**src/rtl/core/rwcm_pkg.sv**
```systemverilog
// ---------------------------------------------------------------------------
// rwcm_pkg
// shared constants and types of the relative window cluster match block
// ---------------------------------------------------------------------------
`timescale 1ns / 1ps

package rwcm_pkg;

    localparam int MAX_CLUSTERS = 256;
    localparam int ADDR_W       = (MAX_CLUSTERS > 1) ? $clog2(MAX_CLUSTERS) : 1;
    localparam int CNT_W        = $clog2(MAX_CLUSTERS + 1);
    localparam int DATA_W       = 32;
    localparam int ENTRY_W      = 2 * DATA_W;
    localparam int IDX_W        = 24;
    localparam int WIN_W        = 16;
    localparam int SHIFT        = 12;
    localparam int PROD_W       = WIN_W + DATA_W;

    localparam logic [WIN_W-1:0]  WINDOW_RESET = 16'd2048;
    localparam logic [DATA_W-1:0] RATE_FLOOR   = 32'd16777;

    localparam logic KIND_LOAD  = 1'b0;
    localparam logic KIND_QUERY = 1'b1;

    typedef struct packed {
        logic              load_we;
        logic              query_start;
        logic              rd_en;
        logic [ADDR_W-1:0] addr;
    } rwcm_cmd_t;

    typedef struct packed {
        logic pipe_busy;
    } rwcm_status_t;

endpackage

```
**src/rtl/core/rwcm_ctrl.sv**
```systemverilog
// ---------------------------------------------------------------------------
// rwcm_ctrl
// request sequencer: cluster count, scan address and result strobe
// ---------------------------------------------------------------------------
`timescale 1ns / 1ps

module rwcm_ctrl (
    input  logic                  clk,
    input  logic                  rst_n,
    input  logic                  start,
    input  logic                  kind,
    output logic                  busy,
    output logic                  done,
    output rwcm_pkg::rwcm_cmd_t   cmd,
    input  rwcm_pkg::rwcm_status_t status
);

    import rwcm_pkg::*;

    typedef enum logic [1:0] {
        ST_IDLE,
        ST_SCAN,
        ST_DRAIN
    } state_t;

    state_t            state_reg, state_next;
    logic [CNT_W-1:0]  count_reg, count_next;
    logic [ADDR_W-1:0] addr_reg, addr_next;
    logic              busy_reg, busy_next;
    logic              done_reg, done_next;

    logic accept;
    logic load_ok;
    logic last_addr;

    assign accept    = start && !busy_reg && (state_reg == ST_IDLE);
    assign load_ok   = accept && (kind == KIND_LOAD) && (count_reg < CNT_W'(MAX_CLUSTERS));
    assign last_addr = (CNT_W'(addr_reg) + CNT_W'(1)) == count_reg;

    always_comb
    begin
        state_next = state_reg;
        count_next = count_reg;
        addr_next  = addr_reg;
        busy_next  = busy_reg;
        done_next  = 1'b0;
        case (state_reg)
            ST_IDLE:
            begin
                if (load_ok)
                begin
                    count_next = count_reg + CNT_W'(1);
                end
                if (accept && (kind == KIND_QUERY))
                begin
                    addr_next = '0;
                    busy_next = 1'b1;
                    if (count_reg == '0)
                    begin
                        state_next = ST_DRAIN;
                    end
                    else
                    begin
                        state_next = ST_SCAN;
                    end
                end
            end
            ST_SCAN:
            begin
                if (last_addr)
                begin
                    state_next = ST_DRAIN;
                end
                else
                begin
                    addr_next = addr_reg + ADDR_W'(1);
                end
            end
            ST_DRAIN:
            begin
                if (!status.pipe_busy)
                begin
                    state_next = ST_IDLE;
                    busy_next  = 1'b0;
                    done_next  = 1'b1;
                end
            end
            default:
            begin
                state_next = ST_IDLE;
                busy_next  = 1'b0;
            end
        endcase
    end

    always_ff @(posedge clk or negedge rst_n)
    begin
        if (!rst_n)
        begin
            state_reg <= ST_IDLE;
            count_reg <= '0;
            addr_reg  <= '0;
            busy_reg  <= 1'b0;
            done_reg  <= 1'b0;
        end
        else
        begin
            state_reg <= state_next;
            count_reg <= count_next;
            addr_reg  <= addr_next;
            busy_reg  <= busy_next;
            done_reg  <= done_next;
        end
    end

    always_comb
    begin
        cmd.load_we     = load_ok;
        cmd.query_start = accept && (kind == KIND_QUERY);
        cmd.rd_en       = (state_reg == ST_SCAN);
        cmd.addr        = load_ok ? count_reg[ADDR_W-1:0] : addr_reg;
    end

    assign busy = busy_reg;
    assign done = done_reg;

endmodule

```
**config.mk**
```make
export PLATFORM = sky130hd
export DESIGN_NAME = rwcm_ctrl
export DESIGN_NICKNAME = d
export VERILOG_FILES = /design/src/rtl/core/rwcm_pkg.sv /design/src/rtl/core/rwcm_ctrl.sv
export SDC_FILE = /design/constraint.sdc
export NUM_CORES = 1
export LEC_CHECK = 0
export ABC_AREA = 0
export BUFFER_PORTS_ARGS = -buffer_cell sky130_fd_sc_hd__buf_2
export CAP_MARGIN = 5
export CORE_ASPECT_RATIO = 1.25
export CORE_UTILIZATION = 30
export DETAILED_ROUTE_END_ITERATION = 6
export GPL_ROUTABILITY_DRIVEN = 0
export SLEW_MARGIN = 20
export SYNTH_ARGS = -nofsm -noshare
export SYNTH_HDL_FRONTEND = slang
export SYNTH_SLANG_ARGS = --single-unit
```
**constraint.sdc**
```tcl
create_clock -name clk -period 4.5 [get_ports clk]
set_input_delay 0.225 -clock clk [delete_from_list [all_inputs] [get_ports clk]]
set_output_delay 0.225 -clock clk [all_outputs]
set_load 0.005 [all_outputs]
```
; Word-level counts from Yosys, hierarchy flattened
; Index checks and enable logic that the tools add are counted.
[op_classes]
addsub = 3
magnitude_cmp = 1
eq_ne = 7
n_mux = 14
n_bitwise = 2
n_reduce_logical = 13
[op_table]
columns = operator, n
row1 = $mux 8, 3
row2 = $pmux 8 s2, 1
row3 = $add 8x1->9 const B, 1
row4 = $add 9x1->9 const B, 1
row5 = $eq 9x9->1, 1
row6 = $logic_not 9->1, 1
row7 = $lt 9x9->1 const B, 1
row8 = $reduce_and 3->1, 3
row9 = $add 8x1->8 const B, 1
row10 = $mux 2, 4
row11 = $ne 2x2->1 const B, 3
row12 = $pmux 2 s3, 1
row13 = $logic_and 1x1->1, 5
row14 = $mux 1, 4
row15 = $pmux 1 s3, 1
row16 = $eq 2x1->1 const B, 1
row17 = $eq 2x2->1 const B, 1
row18 = $logic_not 2->1, 1
row19 = $ne 2x1->1 const B, 1
row20 = $not 1->1, 2
row21 = $reduce_and 2->1, 1
row22 = $reduce_bool 2->1, 1
row23 = $logic_not 1->1, 1
[word_totals]
reg_bits = 21
input_bits = 5
output_inout_bits = 13
elab_cells = 45

; Longest topological paths before layout
[depth]
word_depth = 6
ltp_mapped = 8
ltp_nobuf = 7

; Worst setup path after synthesis
; Ideal clock, no wire load.
[synth_path]
path_type = register -> register
startpoint = reg addr_reg[1]
endpoint = reg addr_reg[7]
setup_time_ps = 133
arrival_ps = 2175
required_ps = 4367
setup_slack_ps = 2192
stages_incl_launch_ff = 9
n_path_buf = 1
synth_period_minus_slack_ps = 2308
cell_sequence = dfrtp_1 ha_1 nand3_2 or3_1 a211o_1 a41oi_4 and2_1 buf_6 o211ai_1
[synth_between]
elab_chain_cells = 4
word_cells_on_any_way = 7
classes_between = add/sub: 2 / eq/ne: 2 / mux: 2 / reduce/logical: 1
[synth_lines]
columns = item, line_no
row1 = "start, declared", rwcm_ctrl.sv:28  ; logic [ADDR_W-1:0] addr_reg, addr_next;
row2 = "start signal, assigned", rwcm_ctrl.sv:110  ; addr_reg <= addr_next;
row3 = $add 8x1->9, rwcm_ctrl.sv:38  ; assign last_addr = (CNT_W'(addr_reg) + CNT_W'(1)) == count_reg;
row4 = $eq 9x9->1, rwcm_ctrl.sv:38
row5 = $ne 2x2->1 (no line), n/a
row6 = $reduce_and 3->1 (no line), n/a
; Several ways; a longest one is shown, not always the timed one. The select of a mux whose other input is x is not followed.
; A chain may end at the register's enable or synchronous reset.

; Worst setup path after layout
[layout_path]
startpoint = reg addr_reg[0]
endpoint = reg addr_reg[7]
; Same word-level chain as after synthesis.

==> qor.yml <==
outcome:
  run_status: "finished clean"
floorplan:
  die_width_um: 63.8
  num_rows: 27
  dieArea_mm2: 0.00505
  core_outline_area_mm2: 0.00449
  start_util_pct: 31.8
  floorplan.die.height_um: 79.2
  io-pin-count: 18
timing:
  setup_viol: 0
  maxSlewViolCount: 0
  final_worst_path_cycle_share_pct: 60.2
  clock-skew-final_ns: 0.00223
  worst_slew_margin_rel_pct: 43.9
  max_fclk_ghz: 0.369
  tightestPinTransition_ns: 0.832
  rsz0062_at_grt: "no"
  clock_period_minus_worst_slack_ns: 2.71
  count_of_endpoints_failing_hold_in_the_final_timing_report: 0
  setup_total_negative_slack_ns: 0
power_and_ir_drop:
  power.density_mw_per_mm2: 208
  p_leak_uw: 0.000651
  worst_voltage_drop_across_the_vdd_grid_uv: 85.6
routing:
  drt_first_iter_violations: 49
  routed_via_density: 5.34
  postRouteWirelength_um: 3170
  vias: 1158
  dr.max_layer_used: "met4"
  met3_length_um: 98
  first_pass_iters: 4
  met2WireLength_um: 1490
  post-route-drc-count: 0
  postRouteAntennaNets: 0
  routed_wire_length_per_instance_um: 14.6
  drt-met1-wl_um: 1520
clock_tree:
  clock_root_buffer: "sky130_fd_sc_hd__clkbuf_8"
  post_cts_setup_repair_bufs: 0
  clock_pin_slew_of_the_registers_on_the_worst_case_setup_and_hold_paths_ns: 0.08
  worstSkewPairLatency_ns: 0.26
  clock_h_tree_levels: 1
  cts_sinks: 21
  numCtsBuffers: 3
  cts_tree: "built"
  clk_path_buf_depth: 2
synth:
  synth_edf_count: 0
  synth.mux.area_fraction_pct: 4.72
  syn-cell-area_mm2: 0.00143
  postSynthRegisterBits: 21
  post_synth.cell_area_avg_um2: 9.66
  post_synth_xor_area_fraction_pct: 7.96
  synth-simple-area-share_pct: 20.6
  ys_dominant_reg_cell: "sky130_fd_sc_hd__dfrtp_1"
  yosys.cell_types.count: 48
  synthesis.nets: 156
  post_synth_fa_ha_maj_area_fraction_pct: 2.62
  ys_async_sr_fraction_pct: 100
  synth_cells: 148
  compound_gate_fraction_of_synth_area_pct: 19.8
  synth_top_family_by_area: "simple AND/OR/NAND/NOR gates"
  yosysSeqAreaShare_pct: 36.7
  yosys_warnings: 0
min_path:
  timing.hold.worst.class: "in -> reg"
global_route:
  groute.usage.overall_pct: 13.8
  pin_count_of_the_biggest_net_entering_global_routing: 22
  antenna_found_initial: 0
  number_of_global_route_vias_before_repair: 1123
  overflow: 0
  grt_first_pass_wirelength_um: 5420
worst_setup_path:
  crit_start: "addr_reg[0]"
  max_stage_delay_ns: 0.49
  critical_path_buf_inv_count: 0
  critPathKind: "reg -> reg"
  critical-path-top-delay-family: "simple AND/OR/NAND/NOR gates"
  path_cells: "ha_1 > nand3_2 > or3_1 > a211o_1 > a41oi_4 > and2_1 > o211ai_1"
  critical_path.startpoint_type: "flip-flop"
  timing.critical_path.fanout_max: 10
  reg2regPathDepth: 7
  timing.critical_path.arrival_ns: 2.84
  critPathRequiredTime_ns: 4.63
  slowest_stage: "sky130_fd_sc_hd__dfrtp_1"
  setup.worst_path.end: "addr_reg[7]"
  reg2reg_slack_ns: 1.79
  regToRegEndpoint: "addr_reg[7]"
  depth_of_the_critical_timing_path_with_buffers_and_inverters_included: 7
  crit-reg2reg-launch: "addr_reg[0]"
  crit_path_end_kind: "flip-flop"
finish:
  layout.area.seq_um2: 526
  mostFrequentLayoutCell: "sky130_fd_sc_hd__dfrtp_1"
  layout-drive-gt1-share_pct: 22.6
  layout.cells.non_filler: 217
  flow.area_growth_from_synthesis_pct: 10.1
  multi_input_comb_area_um2: 796
  filler_cell_count: 461
  max_ffs_per_register: 9
  commonest_non_fill_non_tap_cells_in_the_layout: "21 x sky130_fd_sc_hd__dfrtp_1, 17 x sky130_fd_sc_hd__buf_2, 14 x sky130_fd_sc_hd__nand2_1"
  num_antenna_cells: 0
  nNetsFinal: 168
placed_design:
  port_buffers: 17
  dp_hpwl_um: 2320
  placed_cells_incl_taps: 212
run:
  maxCapViolations: 0
[metrics by stage]
| stage | setup WS [ns] | cell area, um2 | hold slack (ns) | power (uW) | utilization (%) |
|---|---|---|---|---|---|
| after CTS | 1.81 | 1580 | 0.125 | 334 | 35.1 |
| final | 1.79 | 1580 | 0.129 | 328 | 35.1 |
| after floorplan | 2.19 | 1430 | -0.0706 | 199 | - |
| after global routing | 1.61 | 1580 | 0.136 | 345 | 35.1 |
| after detailed placement | 1.83 | 1520 | 0.229 | 207 | 33.8 |
| after global placement | 1.89 | 1520 | 0.219 | 207 | 33.8 |
[cells in the mapped netlist (3+ instances only)]
master	number	share of area, %
sky130_fd_sc_hd__mux2_2	6	4.7
sky130_fd_sc_hd__nand4_1	8	3.5
sky130_fd_sc_hd__inv_1	9	2.4
sky130_fd_sc_hd__buf_6	3	2.4
sky130_fd_sc_hd__nor4b_1	3	1.8
sky130_fd_sc_hd__o211ai_1	4	2.1
sky130_fd_sc_hd__o21ai_0	9	3.1
sky130_fd_sc_hd__a31oi_1	3	1.3
sky130_fd_sc_hd__and3_1	4	1.7
sky130_fd_sc_hd__nand3_1	3	1.0
sky130_fd_sc_hd__dfrtp_1	21	37
sky130_fd_sc_hd__ha_1	3	2.6
sky130_fd_sc_hd__xnor2_1	11	6.7
sky130_fd_sc_hd__clkbuf_1	5	1.3
sky130_fd_sc_hd__nand2_1	14	3.7
[how the worst min path moves through the flow]
stage | from | endpoint | slack (ns) | cells after the start
global route | status | done | 0.14 | 2
floorplan | rst_n | addr_reg[0] | -0.07 | 0
finish | status | done | 0.13 | 2
detailed placement | rst_n | count_reg[3] | 0.23 | 1
global placement | rst_n | count_reg[3] | 0.22 | 1
CTS | status | done | 0.12 | 2
[worst register-to-register path: stages (launching register included)]
cell	delay [ns]
sky130_fd_sc_hd__dfrtp_1	0.49
sky130_fd_sc_hd__ha_1	0.32
sky130_fd_sc_hd__nand3_2	0.17
sky130_fd_sc_hd__or3_1	0.40
sky130_fd_sc_hd__a211o_1	0.33
sky130_fd_sc_hd__a41oi_4	0.35
sky130_fd_sc_hd__and2_1	0.37
sky130_fd_sc_hd__o211ai_1	0.15
[metal layers]
metal / track usage [%] / vias up
met2: 22.0 / 25
met5: 0 / -
li1: - / 569
met1: 17.6 / 557
met3: 2.30 / 7
met4: 7.50 / 0
[kinds of logic after synthesis]
group | count (synthesis)
adder cells (fa/ha/maj) | 3
AND/OR/NAND/NOR | 49
buffers and inverters | 21
multiplexers | 6
flip-flops | 21
AO/OA/AOI/OAI | 35
XOR/XNOR | 13
[final cells by class]
class | instances | area share, %
Timing Repair Buffer | 19 | 6.51
Tap cell | 58 | 4.61
Inverter | 9 | 2.14
Clock buffer | 4 | 2.86
Multi-Input combinational cell | 106 | 50.5
Sequential cell | 21 | 33.4
[timing repair]
item                      in CTS  in global routing
hold buffers                   1                  0
hold endpoints to repair      21                  0
resized for setup              0                  0
[report_power, final]
part	total, uW	leakage [uW]	switching [uW]	internal, uW
Clock	125	0.0000228	61.6	63.1
Combinational	11.6	0.000374	7.28	4.35
Sequential	192	0.000254	1.77	190
Note: power is estimated with default switching activity, not from simulation.
